--- config.mk ---
export PLATFORM = sky130hd
export DESIGN_NAME = stqc_cell
export DESIGN_NICKNAME = d
export VERILOG_FILES = /design/src/rtl/stqc_pkg.sv /design/src/rtl/stqc_cell.sv
export SDC_FILE = /design/constraint.sdc
export NUM_CORES = 1
export LEC_CHECK = 0
export BUFFER_PORTS_ARGS = -buffer_cell sky130_fd_sc_hd__buf_2
export CAP_MARGIN = 20
export CORE_AREA = 2 2 261 263
export CTS_CLUSTER_SIZE = 20
export DETAILED_ROUTE_END_ITERATION = 8
export DIE_AREA = 0 0 263 265
export REMOVE_ABC_BUFFERS = 1
export SKIP_LAST_GASP = 1
export SYNTH_ARGS = -nofsm -noshare
export SYNTH_HDL_FRONTEND = slang
export SYNTH_SLANG_ARGS = --single-unit
--- constraint.sdc ---
create_clock -name clk -period 13.2 [get_ports clk]
set_input_delay 1.32 -clock clk [delete_from_list [all_inputs] [get_ports clk]]
set_output_delay 1.32 -clock clk [all_outputs]
set_load 0.05 [all_outputs]
--- src/rtl/stqc_pkg.sv ---
// ----------------------------------------------------------------------------
// stqc_pkg
// Types, codes and defaults shared by the scheduled tick timer queue.
// ----------------------------------------------------------------------------
`default_nettype none

package stqc_pkg;

  localparam int DEF_QUEUE_DEPTH = 64;
  localparam int DEF_TYPE_BITS   = 3;
  localparam int TICK_W          = 64;
  localparam int MIN_DELAY       = 1;

  // command kinds
  localparam logic [1:0] KIND_SCHED  = 2'd0;
  localparam logic [1:0] KIND_CANCEL = 2'd1;
  localparam logic [1:0] KIND_QUERY  = 2'd2;
  localparam logic [1:0] KIND_ADV    = 2'd3;

  // reply kinds
  localparam logic [1:0] RPL_RELEASE = 2'd0;
  localparam logic [1:0] RPL_SCHED   = 2'd1;
  localparam logic [1:0] RPL_CANCEL  = 2'd2;
  localparam logic [1:0] RPL_QUERY   = 2'd3;

  // cell operations
  localparam logic [2:0] CELL_HOLD   = 3'd0;
  localparam logic [2:0] CELL_INSERT = 3'd1;
  localparam logic [2:0] CELL_CLEAR  = 3'd2;
  localparam logic [2:0] CELL_SHIFT  = 3'd3;
  localparam logic [2:0] CELL_SWAP   = 3'd4;

  typedef struct packed {
    logic signed [31:0] x;
    logic signed [31:0] y;
    logic signed [31:0] z;
  } pos_t;

  typedef struct packed {
    logic [2:0] op;
    logic       lower;
  } cell_ctrl_t;

  typedef struct packed {
    logic [1:0]         kind;
    logic signed [31:0] pos_x;
    logic signed [31:0] pos_y;
    logic signed [31:0] pos_z;
    logic [15:0]        delay;
    logic [2:0]         tick_type;
  } in_item_t;

  typedef struct packed {
    logic [1:0]         reply_kind;
    logic signed [31:0] out_x;
    logic signed [31:0] out_y;
    logic signed [31:0] out_z;
    logic [2:0]         out_type;
    logic               found;
    logic               dropped;
    logic               last;
  } out_item_t;

endpackage

`default_nettype wire

--- src/rtl/stqc_cell.sv ---
// ----------------------------------------------------------------------------
// stqc_cell
// One slot of the sorted timer chain: holds an entry and trades it with its
// neighbors on insert, release shift and compaction swaps.
// ----------------------------------------------------------------------------
`default_nettype none

module stqc_cell #(
  parameter int TYPE_BITS = stqc_pkg::DEF_TYPE_BITS
) (
  input  wire logic                        clk,
  input  wire logic                        rst_n,
  input  wire stqc_pkg::cell_ctrl_t        ctrl,
  input  wire logic [stqc_pkg::TICK_W-1:0] key_due,
  input  wire stqc_pkg::pos_t              key_pos,
  input  wire logic [TYPE_BITS-1:0]        key_type,
  input  wire logic                        prev_gt,
  input  wire logic                        prev_valid,
  input  wire logic [stqc_pkg::TICK_W-1:0] prev_due,
  input  wire stqc_pkg::pos_t              prev_pos,
  input  wire logic [TYPE_BITS-1:0]        prev_type,
  input  wire logic                        next_valid,
  input  wire logic [stqc_pkg::TICK_W-1:0] next_due,
  input  wire stqc_pkg::pos_t              next_pos,
  input  wire logic [TYPE_BITS-1:0]        next_type,
  output logic                             valid,
  output logic [stqc_pkg::TICK_W-1:0]      due,
  output stqc_pkg::pos_t                   pos,
  output logic [TYPE_BITS-1:0]             ttype,
  output logic                             gt,
  output logic                             match
);

  logic                        valid_r, valid_nxt;
  logic [stqc_pkg::TICK_W-1:0] due_r, due_nxt;
  stqc_pkg::pos_t              pos_r, pos_nxt;
  logic [TYPE_BITS-1:0]        type_r, type_nxt;

  // key goes below this slot when the slot is empty or due later
  assign gt    = !valid_r || (due_r > key_due);
  assign match = valid_r && (pos_r == key_pos);

  assign valid = valid_r;
  assign due   = due_r;
  assign pos   = pos_r;
  assign ttype = type_r;

  always_comb begin
    valid_nxt = valid_r;
    due_nxt   = due_r;
    pos_nxt   = pos_r;
    type_nxt  = type_r;
    unique case (ctrl.op)
      stqc_pkg::CELL_HOLD: begin
      end
      stqc_pkg::CELL_INSERT: begin
        if (gt) begin
          if (prev_gt) begin
            valid_nxt = prev_valid;
            due_nxt   = prev_due;
            pos_nxt   = prev_pos;
            type_nxt  = prev_type;
          end else begin
            valid_nxt = 1'b1;
            due_nxt   = key_due;
            pos_nxt   = key_pos;
            type_nxt  = key_type;
          end
        end
      end
      stqc_pkg::CELL_CLEAR: begin
        if (match) begin
          valid_nxt = 1'b0;
        end
      end
      stqc_pkg::CELL_SHIFT: begin
        valid_nxt = next_valid;
        due_nxt   = next_due;
        pos_nxt   = next_pos;
        type_nxt  = next_type;
      end
      stqc_pkg::CELL_SWAP: begin
        if (ctrl.lower) begin
          // pull the upper partner down into an empty slot
          if (!valid_r && next_valid) begin
            valid_nxt = 1'b1;
            due_nxt   = next_due;
            pos_nxt   = next_pos;
            type_nxt  = next_type;
          end
        end else begin
          if (!prev_valid && valid_r) begin
            valid_nxt = 1'b0;
          end
        end
      end
      default: begin
      end
    endcase
  end

  always_ff @(posedge clk) begin
    if (!rst_n) begin
      valid_r <= 1'b0;
    end else begin
      valid_r <= valid_nxt;
    end
  end

  always_ff @(posedge clk) begin
    due_r  <= due_nxt;
    pos_r  <= pos_nxt;
    type_r <= type_nxt;
  end

endmodule

`default_nettype wire

=== Word-level counts from Yosys, hierarchy flattened ===
Index checks and enable logic that the tools add are counted.

* Add/subtract/negate cells: 0
* $mul: 0
* Divide/modulo/power cells: 0
* $lt $le $gt $ge: 1
* Equal/unequal tests: 11
* Shift operators: 0
* Multiplexer cells: 22
* Bitwise operators: 0
* Reductions and logical operators: 10

{| class="wikitable"
|+ Operators with widths
! cell !! count
|-
| 96-bit 2-to-1 mux || 4
|-
| 96-bit one-hot mux with 3 select lines || 1
|-
| 64-bit 2-to-1 mux || 4
|-
| 64-bit one-hot mux with 3 select lines || 1
|-
| 96-bit == test || 1
|-
| 64-bit > comparator || 1
|-
| 3-bit 2-to-1 mux || 4
|-
| 3-bit one-hot mux with 3 select lines || 1
|-
| 2-bit != test (second input constant) || 4
|-
| 3-bit by 2-bit == test with 1-bit output (second input constant) || 2
|-
| 1-bit 2-to-1 mux || 6
|-
| 3-bit != test (second input constant) || 2
|-
| 5-bit AND reduction || 1
|-
| 1-bit one-hot mux with 4 select lines || 1
|-
| 4-bit AND reduction || 1
|-
| 4-bit nonzero test || 1
|-
| 3-bit by 1-bit == test with 1-bit output (second input constant) || 1
|-
| 3-bit == test (second input constant) || 1
|-
| 1-bit logical AND || 3
|-
| 3-bit nonzero test || 1
|-
| 1-bit zero test || 2
|-
| 1-bit logical OR || 1
|}

* Register bits: 164
* Bits in latches: 0
* Bits in writable memories: 0
* ROM bits: 0
* Output and inout port bits: 166
* Word-level logic and storage cells: 50
* Memories kept: 0

=== Depth between registers and ports, before layout ===
Gate-level depths: netlist of the first run.

* Word-level depth: 5
* Mapped depth: 9
* Gate-level depth less buffers: 9

=== Worst setup path before layout of the first run ===
OpenSTA, ideal clock, no wires.

* Kind: input port to flip-flop
* Start: input port key_due[63] in the netlist's numbering
* End: register due_r (netlist bit due[0]) (enable)
* Library setup time: 542 ps
* Arrival: 6,584 ps
* Data required time: 12,658 ps
* Setup slack: 6,073 ps
* Stages on the path: 9
* Cell sequence: inv_1 > ha_1 > nand4_1 > nor4_1 > nand4_1 > a31oi_1 > a311oi_1 > a22oi_1 > and2_1

* Longest elaborated chain between the ends: 4

{| class="wikitable"
|+ Ends and longest elaborated chain
! what !! line !! text
|-
| start: declaration || stqc_cell.sv:14 || <nowiki>input wire logic [stqc_pkg::TICK_W-1:0] key_due,</nowiki>
|-
| 64-bit > comparator || stqc_cell.sv:40 || <nowiki>assign gt = !valid_r || (due_r > key_due);</nowiki>
|-
| 1-bit logical OR || stqc_cell.sv:40 ||
|-
| 2-bit != test (no line) || -- ||
|-
| 4-bit AND reduction (no line) || -- ||
|-
| end signal: assignment || stqc_cell.sv:111 || <nowiki>due_r <= due_nxt;</nowiki>
|-
| end: declaration || stqc_cell.sv:35 || <nowiki>logic [stqc_pkg::TICK_W-1:0] due_r, due_nxt;</nowiki>
|}

No other way between the ends.
A chain may end at the register's enable or synchronous reset.

=== Worst setup path after layout of the first run ===
* Start: input port key_pos[83] in the netlist's numbering
* End: output port match

* Longest elaborated chain between the ends: 2

{| class="wikitable"
|+ Ends and longest elaborated chain
! what !! line !! text
|-
| start: declaration || stqc_cell.sv:15 || <nowiki>input wire stqc_pkg::pos_t key_pos,</nowiki>
|-
| 96-bit == test || stqc_cell.sv:41 || <nowiki>assign match = valid_r && (pos_r == key_pos);</nowiki>
|-
| 1-bit logical AND || stqc_cell.sv:41 ||
|-
| end: declaration || stqc_cell.sv:31 || <nowiki>output logic match</nowiki>
|}

No other way between the ends.

==> impl.org, run 1 <==
** Placed design
- Number of buffer cells added on primary ports :: ~660
- # placed instances :: 2,620
- Placed wire-length estimate after detailed placement :: 38.6 mm
- Routability-driven placement finished with a final weighted congestion of around 0.88.

** Route
- The routed layout has between 10k and 15k vias.
- Detailed-route DRC error count :: 0
- The routed design has 46.3 mm of wire.
- Signal routing reaches up to met4.
- The routed design uses ~3.2 mm of met3 wire.
- Average via count per standard cell :: between 4 and 5
- After detailed routing, the average wire length per cell comes to 17.5 um.
- Post-detailed-route count of antenna-violating nets :: 0
- Number of iterations in the first detailed-routing pass :: 5
- Met2 wire len :: between 20 and 25 mm
- Initial DRC count :: 523
- In the final routing, the length of wire on met1 measures about 19 mm.

** Floorplanning
- In this run the vertical extent of the chip is 265 um.
- Die area :: between 60,000 and 70,000 um^2
- about 660 I/O pins were placed.
- For this configuration, the core starts out at a cell density of around 17%.
- Standard cell core area :: roughly 67,000 um^2
- In this run the core area contains 95 standard-cell rows.
- From left edge to right edge, the die measures roughly 260 um.

** Clock tree
- Clock tree from TritonCTS :: yes
- Number of buffers on the longest clock path :: 2
- The H-tree was split into 4 levels.
- Clock tree synthesis found a total of 164 sinks.
- Buffers inserted to repair hold after CTS numbered 0.
- Number of buffers added by the clock tree synthesis step :: 17
- Root Buffer :: sky130_fd_sc_hd__clkbuf_16
- Post-CTS resize count :: 0
- Clock latency on the worst-skew pair, taken at its later pin, is approximately 0.48 ns.
- After clock tree synthesis, the clock-pin slew on the worst setup and hold paths is approximately 0.070 ns.
- Total setup buffers inserted after CTS :: 0

** Logic synthesis
- Instance count of the mapped netlist :: about 1.1k
- Summing every instance area after synthesis gives approximately 11,000 um^2.
- The biggest area contributor in the post-synthesis netlist is sky130_fd_sc_hd__edfxtp_1.
- Of all flip-flops after synthesis, the portion carrying an async set or reset was 0%.
- Ranking of synthesized cells by instance count :: sky130_fd_sc_hd__nand2_1 (183), sky130_fd_sc_hd__o21ai_1 (166), sky130_fd_sc_hd__edfxtp_1 (163), sky130_fd_sc_hd__mux2i_1 (163), sky130_fd_sc_hd__inv_1 (88)
- The average instance in the mapped netlist occupies 9.89 um^2.
- The share of the Yosys chip area taken by registers is 44.2%.
- Yosys top cell area share :: 44.0%
- The most common cell in the synthesized netlist is sky130_fd_sc_hd__nand2_1.
- Number of synthesized register bits :: between 150 and 200
- The most used flip-flop cell after synthesis is sky130_fd_sc_hd__edfxtp_1.
- The Yosys step of the flow raised 0 warnings.
- By area the synthesized netlist is led by sky130_fd_sc_hd__edfxtp_1 (44%), sky130_fd_sc_hd__mux2i_1 (15%), sky130_fd_sc_hd__o21ai_1 (7.5%), sky130_fd_sc_hd__ha_1 (7.2%), sky130_fd_sc_hd__nand2_1 (6.2%).
- Post-synthesis cell type count :: 51
- Number of synthesized flops with an enable pin :: approximately 160

** Critical path
- The worst setup path is launched from an input pin.
- The critical path starts at key_pos[83].
- Along the worst path, the maximum fanout reaches 3.
- Among all stages on the critical path, the largest delay is contributed by sky130_fd_sc_hd__a2111oi_1.
- Start of the worst register-to-register path :: due[39]$_DFFE_PP_
- Top cell family by delay on the critical path :: simple AND/OR/NAND/NOR gates
- Data on the critical path is required at its endpoint by ~12 ns.
- Counting buffers and inverters, the worst setup path is 7 cells deep.
- Category of the worst setup path capture point :: output pin
- Most used cell, CP :: sky130_fd_sc_hd__buf_2
- The critical path in this run is classified as input pin to output pin.
- R2r endpoint :: pos[78]$_DFFE_PP_
- R2R cell count :: 9
- The signal on the critical path passes through buf_2 > nor2b_1 > a2111oi_1 > nand4_1 > or4_4 > nor4_4 > buf_2.
- Flop2flop setup slack :: roughly 9 ns
- For the worst setup path, the data arrival time is just under 4 ns.
- Critical path capture point :: match
- CP max stage delay :: 0.80 ns
- Together, buffers and inverters on the worst path number 2.

** GRT
- Via count of the first global-routing pass :: about 11k
- Entering global routing, the biggest net connects between 80 and 90 pins.
- The total overflow left after global routing is 0.
- For this run, the total global-route usage over all layers was measured as roughly an eighth.
- First-pass GRT wire length :: 66.7 mm
- Antenna violations before repair :: 6

** Timing
- Worst Hold Slack :: 0.663 ns
- Unrepaired setup endpoints after global routing :: no
- Actual transition at the worst max-transition pin :: roughly 0.98 ns
- Final setup violation count :: 0
- Final setup TNS :: 0 ns
- Worst Skew :: 0.0161 ns
- Min cycle time layout :: approximately 5.2 ns
- Final-report max-slew violation count :: 0
- Final hold violation count :: 0
- For this run, the top clock speed supported by timing is 0.192 GHz.
- In the finished design, the share of the clock period the worst path needs comes to 39.5%.
- In this run the tightest slew margin relative to its limit is between 30% and 40%.

** Flow run
- Number of max-capacitance violations reported :: 0

** Pwr
- Across the VDD grid, the largest voltage drop is 0.0786 mV.
- Leakage power of the design :: between 7 and 8 nW
- For this design the ratio of total power to cell area is approximately 100 nW/um^2.

** Outcome
- The flow ran to the end, and the final reports show no timing, DRC or antenna violations.

** Finish
- Of the cells placed in the final design, the portion with a size suffix greater than 1 is between 40% and 50%.
- Filler-free cell count of the finished design :: 2,655
- Relative to the synthesized area, the layout overhead comes to 44.2%.
- For this run, the post-layout net count is ~2.3k.

** Hold path
- Hold WC Path Type :: flip-flop to flip-flop
[cells by family (layout without fill, tap and decap cells)]
logic type | Yosys count | after routing | synth area share [%]
flops | 164 | 164 | 44.2
other cells | 0 | 3 | 0
buf+inv | 143 | 798 | 4.83
xor+xnor | 66 | 66 | 5.20
simple gates | 284 | 284 | 11.9
mux | 163 | 163 | 14.7
fa+ha+maj | 64 | 64 | 7.20
compound gates | 240 | 240 | 12.0
[worst min-delay path, delay by kind of cell (launching register included)]
kind	cells	cell delay (ns)
compound gates	2	0.24
flops	1	0.38
[area by class of cell]
type                            instances  area [um^2]
Multi-Input combinational cell        817         5680
Tap cell                              873         1090
Inverter                               89          334
Sequential cell                       164         4910
Fill cell                            7328        50800
Timing Repair Buffer                  677         3430
Clock buffer                           17          425
Clock inverter                         15          146
Antenna cell                            3         7.51
[sequential cells by signal, summed over array words and instances, names as in the netlist]
name   cells
due       64
ttype      3
valid      1
pos       96
[cells in the final DEF, fill, tap and decap left out, drive strengths merged, types with 3 or more instances in the layout]
master,n
ha,64
nand4,25
a221oi,4
nor2,12
nand2b,4
o21ai,170
mux2i,163
o22ai,8
edfxtp,163
clkbuf,17
nand2,183
nor2b,24
diode,3
xor2,41
inv,96
buf,677
nor3,4
nor4,15
nand3,8
xnor2,25
a21oi,27
clkinv,6
a2111oi,8
[worst min-delay path by stage]
stage / startpoint / to / slack [ns] / depth (start not counted)
2_1_floorplan: valid$_SDFFE_PN0P_ / valid$_SDFFE_PN0P_ / 0.81 / 2
3_3_place_gp: valid$_SDFFE_PN0P_ / valid$_SDFFE_PN0P_ / 0.72 / 2
3_5_place_dp: valid$_SDFFE_PN0P_ / valid$_SDFFE_PN0P_ / 0.68 / 2
4_1_cts: valid$_SDFFE_PN0P_ / valid$_SDFFE_PN0P_ / 0.70 / 2
5_1_grt: valid$_SDFFE_PN0P_ / valid$_SDFFE_PN0P_ / 0.70 / 2
6_report: valid$_SDFFE_PN0P_ / valid$_SDFFE_PN0P_ / 0.66 / 2
[routing by layer]
metal / vias to the layer above / global-route usage (%)
li1: 5346 / -
met1: 4894 / 15.0
met2: 475 / 22.1
met3: 55 / 3.92
met4: 0 / 5.53
met5: - / 0
[where the power goes]
part	total [mW]	internal, mW	switching [mW]	leakage (nW)
registers	0.646	0.623	0.0236	1.55
logic	0.450	0.158	0.292	5.61
clock network	0.512	0.265	0.247	0.282
[stage by stage]
| step | total power, mW | util (%) | setup WS, ns | area [um^2] |
|---|---|---|---|---|
| 2_1_floorplan | 0.940 | - | 0.654 | 10900 |
| 3_3_place_gp | 1.11 | 23.1 | 7.67 | 15500 |
| 3_5_place_dp | 1.11 | 23.1 | 7.65 | 15500 |
| 4_1_cts | 1.64 | 24.0 | 7.64 | 16000 |
| 5_1_grt | 1.69 | 24.0 | 7.60 | 16000 |
| 6_report | 1.61 | 24.0 | 7.98 | 16000 |
Note: power is estimated with default switching activity, not from simulation.
==> run 2: changes to the inputs <==
==> constraint.sdc (replaced) <==
create_clock -name clk -period 4.9 [get_ports clk]
set_input_delay 0.49 -clock clk [delete_from_list [all_inputs] [get_ports clk]]
set_output_delay 0.49 -clock clk [all_outputs]
set_load 0.05 [all_outputs]
==> run 2 against run 1 <==
Compared with the run above:
- wire length grew 2.5%
- total power grew to 2.7 times the previous value
- sequential share of layout area shrank 0.43 points
- hold slack lost 0.37 ns
- first-iteration DRC count grew 7.8%
==> impl.org, run 2 (same netlist as run 1, synthesis figures left out) <==
** Timing
- Once routing completed, OpenROAD measured the worst setup slack at approximately 1.2 ns.
- Min cycle time layout :: around 3.7 ns
- At the pin with the least slew margin, the transition time is 0.890 ns.
- Achievable frequency :: between 0.2 and 0.3 GHz
- Worst Skew :: about 0.017 ns
- Worst-case headroom to the max-slew limit :: roughly two fifths
- After layout, the worst path uses 76.5% of the clock period.
- Summed over all failing endpoints, the final setup total negative slack is 0 ns.
- Setup repair after global routing left no endpoint under its margin.
- Setup violations remaining at the end of the flow were counted as 0.
- Final hold violation count :: 0
- The number of slew-limit violations in the final report is 0.

** Placed design
- The count of buffers added on input and output ports is 663.
- In this run, placement finished with an instance count of ~2.6k.
- Placement Cell Area :: 15,700 um^2
- Prior to clock tree synthesis, the placed netlist has a worst setup slack of a little over 1 ns.
- Routability-driven placement congestion ratio :: 0.883
- Placed wire-length estimate after detailed placement :: between 30 and 40 mm

** Floorplanning
- Top-level port count :: 664
- Once the floorplan was initialized, standard cells occupied 16.6% of the core.
- Die area :: approximately 70,000 um^2
- Height of the die :: 265 um
- Floorplan die width :: ~260 um
- # rows :: 95
- Standard cell core area :: around 67,000 um^2

** Finish
- For this run, the number of standard cells in the final layout without fillers is around 2.7k.
- Most used cells in the layout excluding fill and tap cells :: sky130_fd_sc_hd__buf_2 (663), sky130_fd_sc_hd__nand2_1 (183), sky130_fd_sc_hd__o21ai_1 (165), sky130_fd_sc_hd__mux2i_1 (163), sky130_fd_sc_hd__edfxtp_1 (163)
- The register with the most flip-flops in the layout has 96 of them.
- With fillers left out, the area of the finished cells amounts to between 15,000 and 20,000 um^2.
- Synth-to-layout area growth :: 46.3%
- Number of nets in the layout :: about 2.3k
- Share of final-layout standard cells stronger than drive strength 1 :: 40.7%
- The library cell used most frequently in the layout, excluding fill and tap cells, is sky130_fd_sc_hd__buf_2.

** GRT
- In the global route stage, overall resource usage came out at between 10% and 20%.
- The number of global-route vias before repair was between 10k and 15k.
- Summed over all layers, the global routing overflow is 0.
- Maximum number of pins on one net before global-route repair :: ~170
- First-pass GRT wire length :: around 68 mm
- Antenna violations before repair :: 7

** Clock tree
- Reg clk slew, reported paths :: around 0.080 ns
- CTS placed an instance of sky130_fd_sc_hd__clkbuf_16 at the clock tree root.
- Post-CTS resize count :: 0
- Maximum level of the CTS H-tree :: 4
- TritonCTS built the clock tree.
- Number of buffers added by the clock tree synthesis step :: 17
- Total setup buffers inserted after CTS :: 0
- Number of buffers on the longest clock path :: 2
- Clk sink count :: roughly 160
- At the later pin of the worst-skew pair, clock insertion delay measures between 0.4 and 0.5 ns.
- Cts hold-fix bufs :: 0

** Critical path
- Start-to-end type of the worst setup path :: flip-flop to output pin
- STA classifies the critical path endpoint as an output pin.
- Worst path required time :: ~4.4 ns
- Of all nets on the critical path, the largest fanout is 4.
- Data arrival time of the worst path :: 3.26 ns
- The worst setup path is launched from a flip-flop.

** Pwr
- Power comes to between 4 and 5 mW.
- For this design the static power due to leakage is ~7.6 nW.
- Power spread over the standard cell area amounts to about 270 nW/um^2.
- Across the VDD grid, the largest voltage drop is 0.207 mV.

** Flow run
- Number of max-capacitance violations reported :: 0

** Route
- After the first detailed-routing iteration, the DRC count stood at approximately 560.
- Dividing the detail-routed via count by the number of cells gives between 4 and 5.
- Number of iterations in the first detailed-routing pass :: 5
- In this run the remaining antenna-violating nets after routing total 0.
- For this block, the routed nets add up to between 40 and 50 mm of wire.
- Dividing the detail-routed wire length by the instance count gives between 15 and 20 um.
- Vias :: 10.9k
- In the routed design, unresolved DRC markers number 0.

** Outcome
- Result of the run :: complete, no violations

** Hold path
- In this run the worst hold path is classified as input pin to flip-flop.
## run 2: cell count changes in the layout (fill, tap and decap cells not counted)
| cell | before | now |
|---|---|---|
| sky130_fd_sc_hd__a2111oi_0 | 7 | 5 |
| sky130_fd_sc_hd__a2111oi_1 | 1 | 3 |
| sky130_fd_sc_hd__buf_12 | 0 | 6 |
| sky130_fd_sc_hd__buf_2 | 662 | 663 |
| sky130_fd_sc_hd__buf_4 | 14 | 27 |
| sky130_fd_sc_hd__clkinv_1 | 2 | 3 |
| sky130_fd_sc_hd__clkinv_2 | 2 | 1 |
| sky130_fd_sc_hd__diode_2 | 3 | 4 |
| sky130_fd_sc_hd__inv_6 | 5 | 4 |
| sky130_fd_sc_hd__inv_8 | 3 | 4 |
## run 2: worst paths after layout
path | startpoint | to | slack (ns) | cells after the start
worst max-delay path | due[60]$_DFFE_PP_ | gt | 1.15 | 9
worst min-delay path | next_pos[49] | pos[49]$_DFFE_PP_ | 0.29 | 3
worst max register to register | due[60]$_DFFE_PP_ | pos[84]$_DFFE_PP_ | 1.34 | 11
worst min register to register | valid$_SDFFE_PN0P_ | valid$_SDFFE_PN0P_ | 1.06 | 3
## run 2: power breakdown
| group | leakage, nW | switching (mW) | total, mW | internal [mW] |
|---|---|---|---|---|
| registers | 1.55 | 0.0651 | 1.74 | 1.68 |
| logic | 5.73 | 0.801 | 1.25 | 0.446 |
| clock network | 0.281 | 0.668 | 1.38 | 0.716 |
| total | 7.57 | 1.53 | 4.37 | 2.84 |
## run 2: routing by layer
metal / track usage (%) / part of all wire [%]
met1: 15.7 / 42
met2: 22.5 / 48
met3: 4.01 / 7.1
met4: 5.36 / 2.9
met5: 0 / 0
## run 2: critical path: stages (launching register included)
cell and delay, ns:
sky130_fd_sc_hd__edfxtp_1 0.49, sky130_fd_sc_hd__ha_1 0.33, sky130_fd_sc_hd__nand4_1 0.14, sky130_fd_sc_hd__nor4_1 0.58
sky130_fd_sc_hd__buf_4 0.24, sky130_fd_sc_hd__nand4_1 0.13, sky130_fd_sc_hd__a31oi_1 0.21, sky130_fd_sc_hd__a311oi_1 0.09
sky130_fd_sc_hd__a21oi_1 0.25, sky130_fd_sc_hd__buf_2 0.33
## run 2: final cells by class
| type | instances | area (um^2) |
|---|---|---|
| Fill cell | 7287 | 50500 |
| Sequential cell | 164 | 4910 |
| Clock buffer | 17 | 425 |
| Clock inverter | 15 | 148 |
| Antenna cell | 4 | 10.0 |
| Inverter | 89 | 334 |
| Multi-Input combinational cell | 817 | 5680 |
| Tap cell | 873 | 1090 |
| Timing Repair Buffer | 697 | 3660 |
## run 2: through the flow
stage	hold WS, ns	utilization, %
3_5_place_dp	0.773	23.5
6_report	0.292	24.3
5_1_grt	0.249	24.3
2_1_floorplan	0.628	-
4_1_cts	0.233	24.3
3_3_place_gp	0.769	23.5
==> run 3: changes to the inputs <==
==> constraint.sdc (replaced) <==
create_clock -name clk -period 3.2 [get_ports clk]
set_input_delay 0.32 -clock clk [delete_from_list [all_inputs] [get_ports clk]]
set_output_delay 0.32 -clock clk [all_outputs]
set_load 0.05 [all_outputs]
==> run 3 against run 2 <==
Compared with the run above:
- total power grew 53%
- non-clock buffer count rose by 45
- sequential power is 53% higher
- critical endpoint is now match
- global-route usage shrank 0.20 points
==> impl.org, run 3 (same netlist as run 1, synthesis figures left out) <==
** Outcome
- Result of the run :: complete, no violations

** Route
- Met2 wire len :: 23.2 mm
- Sum of routed wire length over all layers :: 47.3 mm
- Average via count per standard cell :: 4.09
- The detailed router put a total of roughly 19 mm of wire on met1.
- Initial DRC count :: 565
- Detailed routing inserted a total of between 10k and 15k vias.
- The first detailed-routing pass took 5 iterations.
- In the routed design, unresolved DRC markers number 0.
- The routed design uses approximately 3.1 mm of met3 wire.
- Highest routed metal layer :: met4
- Post-detailed-route count of antenna-violating nets :: 0
- WL/cell :: about 17 um

** Flow run
- Number of max-capacitance violations reported :: 0

** Critical path
- Start-to-end type of the worst setup path :: flip-flop to output pin
- In this run the worst path has a maximum fanout of 2.
- The slowest stage of the critical path is the sky130_fd_sc_hd__or4_4 cell.
- Category of the worst setup path capture point :: output pin
- Worst path cell trace :: xnor2_1 > nand4_1 > or4_1 > or4_4 > nor4_4 > buf_12
- Startpoint kind of the worst setup timing path :: flip-flop
- Together, buffers and inverters on the worst path number 1.
- Worst path required time :: 2.88 ns
- Top cell family by delay on the critical path :: simple AND/OR/NAND/NOR gates
- CP max stage delay :: slightly below 0.6 ns
- Data arrives at the worst endpoint at around 2.8 ns.

** Finish
- Max reg flops :: 96
- Number of nets in the layout :: ~2.4k
- Layout Cell Area excl Fill :: around 17,000 um^2
- In the layout the commonest cells are sky130_fd_sc_hd__buf_2 (660), sky130_fd_sc_hd__nand2_1 (183), sky130_fd_sc_hd__o21ai_1 (166), sky130_fd_sc_hd__mux2i_1 (163), sky130_fd_sc_hd__edfxtp_1 (163).
- Share of final-layout standard cells stronger than drive strength 1 :: a little over two fifths
- The library cell used most frequently in the layout, excluding fill and tap cells, is sky130_fd_sc_hd__buf_2.
- Synth-to-layout area growth :: 51.4%

** Timing
- Final hold violation count :: 0
- For the pin with the worst max-slew slack, the measured transition is around 0.8 ns.
- Final setup TNS :: 0 ns
- The smallest clock period supported by the final layout is computed as 3.16 ns.
- Measured against its own limit, the worst slew margin works out to between 40% and 50%.
- Worst Skew :: 0.0110 ns
- Final-report max-slew violation count :: 0
- Final hold analysis gives a worst-case slack of around 0.12 ns.
- Setup repair after global routing could not meet its margin everywhere.
- Crit share post-route :: 98.8%
- Timing would allow up to 0.316 GHz.
- Final setup violation count :: 0

** Pwr
- PD cells :: a little under 400 nW/um^2
- VDD sags by at most between 0.3 and 0.4 mV.
- Internal power consumption :: around 4.4 mW
- Sw Pwr :: between 2 and 2.5 mW
- Net switching share of the total power :: between 30% and 40%
- Registers are responsible for about two fifths of the overall power.
- Share of total power in the clock network :: between 30% and 40%
- The share of total power dissipated in combinational logic is approximately 30%.
- In this run the static leakage power is about 7.8 nW.

** Placed design
- Number of buffer cells added on primary ports :: roughly 660
- The congestion estimate from routability-driven global placement came to ~0.90.
- Placed wire-length estimate after detailed placement :: 40.3 mm
- Placement Cell Area :: between 15,000 and 20,000 um^2

** Floorplanning
- Initial standard-cell utilization of the core :: between 15 and 20%
- The floorplan step defined a core boundary enclosing around 67,000 um^2.
- # rows :: 95
- Die area :: about 70,000 um^2
- In this run the horizontal extent of the chip is ~260 um.
- Height of the die :: around 270 um
- Top-level port count :: 664

** Clock tree
- In this run the clock root is driven by a sky130_fd_sc_hd__clkbuf_16.
- Cts hold-fix bufs :: 0
- Counting every sink on the clock net gives approximately 160.
- The H-tree generated during clock tree synthesis spans 4 levels.
- Clk_lat worst skew :: ~0.47 ns
- Number of buffers added by the clock tree synthesis step :: 17
- Reg clk slew, reported paths :: 0.07 ns
- The clock passes through at most 2 buffers.
- TritonCTS built the clock tree.

** Hold path
- The path class of the tightest hold or removal check is input pin to flip-flop.

** GRT
- Via count of the first global-routing pass :: ~11k
- First-pass GRT wire length :: just under 70 mm
- Global Route Usage Sum :: roughly an eighth
- The number of antenna violations at the first check in global routing is 8.
- Entering global routing, the biggest net connects 82 pins.
- Gr ovfl total :: 0
==> run 3: layer usage <==
metal	vias to the layer above	global-route usage [%]
li1	5474	-
met1	5092	15.3
met2	490	22.8
met3	54	3.34
met4	0	5.54
met5	-	0
==> run 3: repair_timing <==
action                                 4_1_cts  5_1_grt
buffers inserted                             3        6
setup endpoints to repair                    2      164
endpoints found under the hold margin        0        0
pin swaps                                    2       14
resized for setup                            6       20
==> run 3: layout make-up <==
type                       instances  area, um^2
clock inverter                    12         106
tap                              873        1090
clock buffer                      20         437
timing repair buffer             742        4070
multi-input combinational        817        5870
sequential                       164        4920
inverter                          89         334
fill                            7234       50000
antenna                            2        5.00
==> run 3: through the flow <==
step	std cells	util (%)	setup slack (ns)	power (mW)
6_report	2719	25.2	0.0394	6.67
5_1_grt	2719	25.2	-0.139	7.02
4_1_cts	2712	24.9	-0.151	6.77
3_5_place_dp	2677	24.0	0.00171	4.69
3_3_place_gp	2677	24.0	0.0414	4.69
2_1_floorplan	1070	-	-8.35	3.88
==> run 3: worst register-to-register path, stage by stage, from the launching register on <==
cell and delay (ns):
sky130_fd_sc_hd__edfxtp_1 0.44, sky130_fd_sc_hd__ha_4 0.31, sky130_fd_sc_hd__and4_4 0.25, sky130_fd_sc_hd__nor4bb_4 0.29
sky130_fd_sc_hd__buf_4 0.15, sky130_fd_sc_hd__nand4_1 0.12, sky130_fd_sc_hd__a31oi_2 0.19, sky130_fd_sc_hd__a311oi_2 0.08
sky130_fd_sc_hd__buf_4 0.16, sky130_fd_sc_hd__a22oi_2 0.16, sky130_fd_sc_hd__and2_4 0.20, sky130_fd_sc_hd__buf_12 0.18
sky130_fd_sc_hd__buf_4 0.22
==> run 3: path summary, 6_finish.rpt <==
check | cells after the start | start | slack, ns | to
worst min-delay path | 3 | rst_n | 0.12 | valid$_SDFFE_PN0P_
worst max register to register | 12 | due[30]$_DFFE_PP_ | 0.16 | pos[35]$_DFFE_PP_
worst min register to register | 3 | valid$_SDFFE_PN0P_ | 0.82 | valid$_SDFFE_PN0P_
worst max-delay path | 6 | pos[90]$_DFFE_PP_ | 0.04 | match
==> run 3: power by group through the flow <==
| stage | registers, mW | clock network [mW] | logic, mW |
|---|---|---|---|
| global placement | 2.71 | 0 | 1.98 |
| CTS | 2.67 | 2.11 | 1.99 |
| detailed placement | 2.71 | 0 | 1.98 |
| floorplan | 3.17 | 0 | 0.707 |
| global route | 2.69 | 2.17 | 2.16 |
| finish | 2.67 | 2.00 | 2.00 |
